## config.mk

```make
export PLATFORM = sky130hd
export DESIGN_NAME = calendar_second_counter_top
export DESIGN_NICKNAME = d
export VERILOG_FILES = /design/src/sv/csc_pkg.sv /design/src/sv/calendar_second_counter_top.sv
export VERILOG_INCLUDE_DIRS = /design/src /design/src/sv
export SDC_FILE = /design/constraint.sdc
export NUM_CORES = 1
export LEC_CHECK = 0
export BUFFER_PORTS_ARGS = -buffer_cell sky130_fd_sc_hd__buf_4
export CELL_PAD_IN_SITES_DETAIL_PLACEMENT = 0
export CELL_PAD_IN_SITES_GLOBAL_PLACEMENT = 1
export CORE_ASPECT_RATIO = 1.5
export CORE_MARGIN = 4
export CORE_UTILIZATION = 44
export DETAILED_ROUTE_END_ITERATION = 10
export MAX_ROUTING_LAYER = met4
export PLACE_DENSITY = 0.86
export SYNTH_ARGS = -nofsm -noshare
export SYNTH_HDL_FRONTEND = slang
export SYNTH_SLANG_ARGS = --single-unit
```

## constraint.sdc

```tcl
create_clock -name clk -period 5.1 [get_ports clk]
set_input_delay 1.02 -clock clk [delete_from_list [all_inputs] [get_ports clk]]
set_output_delay 1.02 -clock clk [all_outputs]
set_load 0.01 [all_outputs]
```

## src/sv/calendar_second_counter_top_defines.svh

```systemverilog
// Assertion macros shared by the calendar second counter RTL.
`ifndef CALENDAR_SECOND_COUNTER_TOP_DEFINES_SVH
`define CALENDAR_SECOND_COUNTER_TOP_DEFINES_SVH

// Plain property, checked on every rising edge outside reset.
`define CSC_ASSERT(label, prop, msg) \
    label: assert property (@(posedge clk) disable iff (!rst_n) (prop)) \
        else $error(msg);

// Implication: when pre holds, post must hold in the same cycle.
`define CSC_ASSERT_IMP(label, pre, post, msg) \
    label: assert property (@(posedge clk) disable iff (!rst_n) (pre) |-> (post)) \
        else $error(msg);

`endif

```

## src/sv/csc_pkg.sv

```systemverilog
// Types, constants and the month length function for the calendar counter.
package csc_pkg;

    localparam logic [7:0] YEAR_MAX_LOAD = 8'd99;
    localparam logic [7:0] YEAR_NO_PACK  = 8'd64;
    localparam logic [3:0] MONTH_LAST    = 4'd12;
    localparam logic [4:0] HOUR_LAST     = 5'd23;
    localparam logic [5:0] MINSEC_LAST   = 6'd59;
    localparam logic [3:0] MONTH_FEB     = 4'd2;
    localparam logic [31:0] PACKED_ALL_ONES = 32'hFFFF_FFFF;

    // Days per month, indexed by month; entries outside 1..12 unused.
    localparam logic [4:0] MONTH_LEN [16] = '{
        5'd31, 5'd31, 5'd28, 5'd31, 5'd30, 5'd31, 5'd30, 5'd31,
        5'd31, 5'd30, 5'd31, 5'd30, 5'd31, 5'd31, 5'd31, 5'd31
    };

    typedef enum logic {
        OP_TICK = 1'b0,
        OP_LOAD = 1'b1
    } op_t;

    // Input tdata, last field in the lowest bits.
    typedef struct packed {
        logic [5:0] pad;
        logic [5:0] seconds;
        logic [5:0] minutes;
        logic [4:0] hours;
        logic [4:0] day;
        logic [3:0] month;
        logic [7:0] year;
    } in_data_t;

    // Output tdata, last field in the lowest bits.
    typedef struct packed {
        logic [5:0]  pad;
        logic [31:0] packed_time;
        logic [5:0]  seconds;
        logic [5:0]  minutes;
        logic [4:0]  hours;
        logic [4:0]  day;
        logic [3:0]  month;
        logic [7:0]  year;
    } out_data_t;

    // Output tuser flags, highest bit first.
    typedef struct packed {
        logic day_rolled;
        logic load_rejected;
    } out_user_t;

    function automatic logic [4:0] days_in_month(logic [3:0] month, logic [7:0] year);
        logic [4:0] d;
        d = MONTH_LEN[month];
        if (month == MONTH_FEB && year[1:0] == 2'b00)
        begin
            d = 5'd29;
        end
        return d;
    endfunction

endpackage

```

## src/sv/calendar_second_counter_top.sv

```systemverilog
// Calendar second counter: tick and load items in, current date-time out.
//
// Usage
//   Slave stream (s_axis_*) carries one item per handshake. tuser selects the
//   kind: 0 advances the time by one second, 1 loads a new date-time from
//   tdata. A load is applied only if every field is in range (year 0..99,
//   month 1..12, day within that month, 23:59:59 at most); otherwise the
//   time is left as it was and the result flags the rejection.
//   Master stream (m_axis_*) gives exactly one result per item: the current
//   fields, the 32-bit packed time (all ones from year 64 on) and two flags.
// Pipeline and throughput
//   The input register takes the item, then the calendar update and packing
//   go into the result register. One item per cycle sustained while the
//   result is taken; the counter state is written in the same edge as the
//   result, so back-to-back items see each other's effect.
// Reset
//   rst_n low clears both pipeline stages and sets 2000-01-01 00:00:00.
// Stall
//   With m_axis_tready low the result holds and the input register fills;
//   s_axis_tready then drops until the result is taken.
module calendar_second_counter_top (
    input  logic        clk,
    input  logic        rst_n,
    input  logic        s_axis_tvalid,
    output logic        s_axis_tready,
    // year[7:0], month[11:8], day[16:12], hours[21:17], minutes[27:22],
    // seconds[33:28], zero fill [39:34]
    input  logic [39:0] s_axis_tdata,
    // operation (0 tick, 1 load)
    input  logic        s_axis_tuser,
    output logic        m_axis_tvalid,
    input  logic        m_axis_tready,
    // cur_year[7:0], cur_month[11:8], cur_day[16:12], cur_hours[21:17],
    // cur_minutes[27:22], cur_seconds[33:28], packed_time[65:34], zeros [71:66]
    output logic [71:0] m_axis_tdata,
    // load_rejected[0], day_rolled[1]
    output logic [1:0]  m_axis_tuser
);

    `include "calendar_second_counter_top_defines.svh"

    // Input stage
    logic               in_valid_reg;
    csc_pkg::op_t       in_op_reg;
    csc_pkg::in_data_t  in_data_reg;

    // Calendar state
    logic [5:0] sec_reg,   sec_next;
    logic [5:0] min_reg,   min_next;
    logic [4:0] hour_reg,  hour_next;
    logic [4:0] day_reg,   day_next;
    logic [3:0] month_reg, month_next;
    logic [7:0] year_reg,  year_next;

    // Result stage
    logic               out_valid_reg;
    csc_pkg::out_data_t out_data_reg,  out_data_next;
    csc_pkg::out_user_t out_user_reg,  out_user_next;

    logic advance;
    logic load_ok;
    logic sec_last, min_last, hour_last, day_last, month_last, rolled;
    csc_pkg::in_data_t s_data;

    assign s_data        = csc_pkg::in_data_t'(s_axis_tdata);
    // Result register frees up when empty or when being taken this cycle.
    assign advance       = !out_valid_reg || m_axis_tready;
    assign s_axis_tready = !in_valid_reg || advance;

    assign m_axis_tvalid = out_valid_reg;
    assign m_axis_tdata  = out_data_reg;
    assign m_axis_tuser  = out_user_reg;

    // Load validation
    assign load_ok = (in_data_reg.seconds <= csc_pkg::MINSEC_LAST)
                  && (in_data_reg.minutes <= csc_pkg::MINSEC_LAST)
                  && (in_data_reg.hours   <= csc_pkg::HOUR_LAST)
                  && (in_data_reg.year    <= csc_pkg::YEAR_MAX_LOAD)
                  && (in_data_reg.month   != 4'd0)
                  && (in_data_reg.month   <= csc_pkg::MONTH_LAST)
                  && (in_data_reg.day     != 5'd0)
                  && (in_data_reg.day <= csc_pkg::days_in_month(in_data_reg.month,
                                                                in_data_reg.year));

    // Carry chain for a tick
    assign sec_last   = sec_reg  >= csc_pkg::MINSEC_LAST;
    assign min_last   = min_reg  >= csc_pkg::MINSEC_LAST;
    assign hour_last  = hour_reg >= csc_pkg::HOUR_LAST;
    assign rolled     = sec_last && min_last && hour_last;
    assign day_last   = day_reg >= csc_pkg::days_in_month(month_reg, year_reg);
    assign month_last = month_reg >= csc_pkg::MONTH_LAST;

    always_comb
    begin
        sec_next      = sec_reg;
        min_next      = min_reg;
        hour_next     = hour_reg;
        day_next      = day_reg;
        month_next    = month_reg;
        year_next     = year_reg;
        out_user_next = '0;
        case (in_op_reg)
            csc_pkg::OP_LOAD:
            begin
                if (load_ok)
                begin
                    sec_next   = in_data_reg.seconds;
                    min_next   = in_data_reg.minutes;
                    hour_next  = in_data_reg.hours;
                    day_next   = in_data_reg.day;
                    month_next = in_data_reg.month;
                    year_next  = in_data_reg.year;
                end
                else
                begin
                    out_user_next.load_rejected = 1'b1;
                end
            end
            default:
            begin
                sec_next = sec_last ? 6'd0 : sec_reg + 6'd1;
                if (sec_last)
                begin
                    min_next = min_last ? 6'd0 : min_reg + 6'd1;
                    if (min_last)
                    begin
                        hour_next = hour_last ? 5'd0 : hour_reg + 5'd1;
                    end
                end
                if (rolled)
                begin
                    out_user_next.day_rolled = 1'b1;
                    day_next = day_last ? 5'd1 : day_reg + 5'd1;
                    if (day_last)
                    begin
                        month_next = month_last ? 4'd1 : month_reg + 4'd1;
                        if (month_last)
                        begin
                            year_next = year_reg + 8'd1;
                        end
                    end
                end
            end
        endcase

        out_data_next.pad     = '0;
        out_data_next.year    = year_next;
        out_data_next.month   = month_next;
        out_data_next.day     = day_next;
        out_data_next.hours   = hour_next;
        out_data_next.minutes = min_next;
        out_data_next.seconds = sec_next;
        if (year_next >= csc_pkg::YEAR_NO_PACK)
        begin
            out_data_next.packed_time = csc_pkg::PACKED_ALL_ONES;
        end
        else
        begin
            out_data_next.packed_time = {year_next[5:0], month_next, day_next,
                                         hour_next, min_next, sec_next};
        end
    end

    // Control and calendar state
    always_ff @(posedge clk or negedge rst_n)
    begin
        if (!rst_n)
        begin
            in_valid_reg  <= 1'b0;
            out_valid_reg <= 1'b0;
            sec_reg       <= 6'd0;
            min_reg       <= 6'd0;
            hour_reg      <= 5'd0;
            day_reg       <= 5'd1;
            month_reg     <= 4'd1;
            year_reg      <= 8'd0;
        end
        else
        begin
            if (s_axis_tready)
            begin
                in_valid_reg <= s_axis_tvalid;
            end
            if (advance)
            begin
                out_valid_reg <= in_valid_reg;
                if (in_valid_reg)
                begin
                    sec_reg   <= sec_next;
                    min_reg   <= min_next;
                    hour_reg  <= hour_next;
                    day_reg   <= day_next;
                    month_reg <= month_next;
                    year_reg  <= year_next;
                end
            end
        end
    end

    // Payload registers
    always_ff @(posedge clk)
    begin
        if (s_axis_tready && s_axis_tvalid)
        begin
            in_op_reg   <= csc_pkg::op_t'(s_axis_tuser);
            in_data_reg <= s_data;
        end
        if (advance && in_valid_reg)
        begin
            out_data_reg <= out_data_next;
            out_user_reg <= out_user_next;
        end
    end

    // Checks
    `CSC_ASSERT_IMP(a_time_range, out_valid_reg,
        out_data_reg.seconds <= 6'd59 && out_data_reg.minutes <= 6'd59 &&
        out_data_reg.hours <= 5'd23, "result time of day out of range")
    `CSC_ASSERT(a_flags_exclusive,
        !(out_valid_reg && out_user_reg.load_rejected && out_user_reg.day_rolled),
        "rejected load and midnight roll flagged together")
    `CSC_ASSERT_IMP(a_packed_match, out_valid_reg && out_data_reg.year < 8'd64,
        out_data_reg.packed_time[31:26] == out_data_reg.year[5:0] &&
        out_data_reg.packed_time[5:0] == out_data_reg.seconds,
        "packed time disagrees with result fields")
    `CSC_ASSERT(a_date_state,
        month_reg != 4'd0 && month_reg <= 4'd12 && day_reg != 5'd0,
        "calendar state holds an impossible date")

endmodule

```

==> out/metrics.csv <==
stage,metric,value,unit
clock_network,Num CTS Buffers,17,
clock_network,H-Tree Depth,4,
placement,DP Worst Slack,1.08,ns
route,WL per Instance,19.0,um
power_and_ir_drop,Pint,2.78,mW
route,Via Count,5365,
power_and_ir_drop,Net Sw Power,1.35,mW
final_layout,Non-Filler Instances,921,
route,drt drc,0,
grt,largest net degree at the start of global routing,67,
synth,Syn Inst Count,609,
clock_network,"Reg clk slew, reported paths",0.06,ns
timing,Slew Limit Fails,0,
clock_network,CTS Hold Buffers Added,0,
synth,synth unique cells,76,
critical_path,"Data arrival, critical path",4.17,ns
placement,routability congestion estimate,0.885,
route,post-route ant nets,0,
placement,DP Wirelength,12200,um
power_and_ir_drop,Logic pwr share,27.0,%
placement,Cells after DPL,889,
grt,GRT Overall Usage,20.9,%
die,initial core utilization,45.3,%
timing,final setup vio count,0,
route,drt pass-1 iters,5,
clock_network,clk root buf,clkbuf_16,
final_layout,Nets,766,
power_and_ir_drop,sequential share of power,42.2,%
final_layout,post-layout util,55.6,%
clock_network,"Gates resized, CTS repair",0,
final_layout,Area Growth Syn to Fin,22.7,%
die,IO Pins,121,
route,DR iter-0 viols,427,
power_and_ir_drop,Pleak,3.31,nW
grt,first-pass GRT wire length,27600,um
route,met3 wire length,1100,um
timing,f_max,249,MHz
placement,PortBufs,108,
synth,"Async S/R FF share, synth",25.9,%
timing,Slew @ Worst Pin,1.05,ns
clock_network,"Clk Latency, worst-skew pair",0.42,ns
die,row count,55,
final_layout,layout cells sized above 1,24.1,%
power_and_ir_drop,clock share of power,30.8,%
critical_path,required time of the critical path,5.24,ns
synth,"Seq/Total Area, Yosys",58.0,%
power_and_ir_drop,P per Cell Area,488,nW/um2
synth,Synth Flop Type,edfxtp_1,
critical_path,"Max FO, Critical Path",24,
route,Metal-1 WL,6720,um
die,Core Region,15200,um2
synth,Post-Syn Area,6900,um2
timing,Layout Skew,0.0102,ns
grt,vias in the first global route,5290,
critical_path,kind of critical path,flip-flop to flip-flop,
route,met2 WL,9140,um
final_layout,final instance area,8460,um2
final_layout,max reg flops,66,
critical_path,Worst setup EP type,flip-flop,
clock_network,CTS tree,built,
hold_path,Hold Path Class,flip-flop to flip-flop,
grt,initial antenna violation count,0,
clock_network,CTS max path bufs,2,
grt,grt ovf,0,
timing,final hold vios,0,
run,max-cap violations,0,
synth,"EDFF count, synth",103,
timing,Setup TNS,0,ns
final_layout,FILL cells,1289,
timing,max_slew headroom,29.7,%
synth,Post-Syn Area per Cell,11.3,um2
final_layout,Antenna diodes,0,
timing,RSZ-0062 raised after global routing,no,
critical_path,critical path startpoint category,flip-flop,
synth,Synth Warn #,0,
route,DR top layer,met4,
timing,clock period minus worst slack,4.02,ns
power_and_ir_drop,Net Sw Frac,32.6,%
die,Die X,110,um
clock_network,Post CTS Setup Buffer Count,0,
die,die height,161,um
clock_network,Clock Sinks,139,
route,Vias/cell,5.83,
power_and_ir_drop,peak supply drop,222,uV
route,Routed Wire Length,17500,um
timing,post-layout worst setup margin,1.08,ns
synth,"flops & latches, synth",139,
status,status,completed,
placement,post-placement cell area,7850,um2
die,Die Footprint,17800,um2
timing,Final Cycle Share,78.9,%
==> cell usage after synthesis (3+ instances only) <==
| cell type | instances | area share (%) |
|---|---|---|
| a311oi_1 | 4 | 0.51 |
| nor4b_1 | 4 | 0.51 |
| nand2b_1 | 4 | 0.36 |
| buf_4 | 8 | 0.87 |
| a211oi_1 | 7 | 0.76 |
| o211a_1 | 5 | 0.73 |
| and3_1 | 13 | 1.2 |
| a21boi_0 | 3 | 0.33 |
| buf_2 | 11 | 0.80 |
| nor3_1 | 18 | 1.3 |
| nand2_1 | 51 | 2.8 |
| buf_6 | 4 | 0.65 |
| or4_1 | 3 | 0.33 |
| nor2_1 | 34 | 1.9 |
| a22o_1 | 4 | 0.51 |
| o21a_1 | 5 | 0.54 |
| o31ai_1 | 4 | 0.44 |
| a2bb2oi_1 | 6 | 0.76 |
| edfxtp_1 | 103 | 45 |
| mux2_2 | 8 | 1.3 |
| mux2i_1 | 9 | 1.3 |
| nor4_1 | 3 | 0.27 |
| o22ai_1 | 8 | 0.73 |
| o21ai_0 | 28 | 2.0 |
| nand3b_1 | 11 | 1.2 |
| nand3_1 | 29 | 2.1 |
| dfrtp_1 | 34 | 12 |
| a21oi_1 | 31 | 2.3 |
| a21o_1 | 3 | 0.33 |
| o2111ai_1 | 3 | 0.38 |
| nand4_1 | 13 | 1.2 |
| and2_1 | 4 | 0.36 |
| ha_1 | 12 | 2.2 |
| inv_1 | 30 | 1.6 |
| o211ai_1 | 8 | 0.87 |
| a31oi_1 | 10 | 0.91 |
| clkbuf_1 | 20 | 1.1 |
==> worst max-delay path, cell delays in order (launching register included) <==
cell and delay [ns]:
edfxtp_1 0.50, nor4b_1 0.43, ha_1 0.32, nor2b_1 0.14, o211a_1 0.26, or4_4 0.63, a311oi_4 0.99, buf_4 0.37
nand3_1 0.10
==> power groups by stage <==
stage | clock network, mW | logic [mW] | registers (mW)
after floorplan | 0 | 0.774 | 1.70
after global placement | 0 | 1.07 | 1.74
after detailed placement | 0 | 1.11 | 1.75
after CTS | 1.28 | 1.12 | 1.73
after global routing | 1.34 | 1.23 | 1.77
final | 1.27 | 1.12 | 1.74
==> per-stage QoR <==
step	hold WS, ns	total power, mW
2_1_floorplan	0.457	2.47
3_3_place_gp	0.474	2.81
3_5_place_dp	0.475	2.87
4_1_cts	0.492	4.14
5_1_grt	0.525	4.35
6_report	0.489	4.13
==> area by class of cell <==
| class | instances | area (um2) | share of cell area (%) |
|---|---|---|---|
| Sequential cell | 139 | 4000 | 47.2 |
| Multi-Input combinational cell | 397 | 2570 | 30.4 |
| Timing Repair Buffer | 122 | 916 | 10.8 |
| Clock buffer | 22 | 464 | 5.49 |
| Tap cell | 199 | 249 | 2.94 |
| Clock inverter | 10 | 141 | 1.67 |
| Inverter | 32 | 121 | 1.43 |
==> kinds of logic (layout without fill, tap and decap cells) <==
kind of cell / after synthesis / count (layout) / synth area share (%)
muxes: 18 / 18 / 2.78
AOI/OAI and AO/OA: 161 / 161 / 16.5
xor gates and xnor gates: 2 / 2 / 0.254
buffers and inverters: 78 / 186 / 5.33
adders and majority gates: 12 / 12 / 2.18
DFF: 139 / 139 / 58.0
and+or+nand+nor: 198 / 198 / 14.9
other: 1 / 6 / 0.0544
==> per-layer routing <==
metal  vias to the layer above  track usage [%]
met5                         -                -
met4                         0             9.36
met3                        38             3.80
met2                       211             34.6
met1                      2598             24.6
li1                       2518                -
==> cell usage in the layout, fill, tap and decap left out, types with 9 or more instances in the layout <==
master and count:
buf_4 122, edfxtp_1 103, dfrtp_1 34, nor2_1 34, o21ai_0 28, ha_1 12
and3_1 13, a31oi_1 10, nand4_1 13, mux2i_1 9, a21oi_1 31, nand3_1 29
inv_1 30, clkbuf_16 17, nand2_1 51, nor3_1 18, nand3b_1 11
==> final timing paths <==
path,startpoint,end,slack (ns),cells past startpoint
setup / recovery,in_data_reg[11]$_DFFE_PP_,m_axis_tdata[37]$_SDFFCE_PP1P_,1.08,8
hold / removal,in_valid_reg$_DFFE_PN0N_,m_axis_tvalid$_DFFE_PN0P_,0.49,1
setup reg to reg,in_data_reg[11]$_DFFE_PP_,m_axis_tdata[37]$_SDFFCE_PP1P_,1.08,8
hold reg to reg,in_valid_reg$_DFFE_PN0N_,m_axis_tvalid$_DFFE_PN0P_,0.49,1
max in group asynchronous,rst_n,month_reg[0]$_DFFE_PN1P_,4.14,1
min in group asynchronous,rst_n,sec_reg[4]$_DFFE_PN0P_,0.58,1
Note: power is estimated with default switching activity, not from simulation.
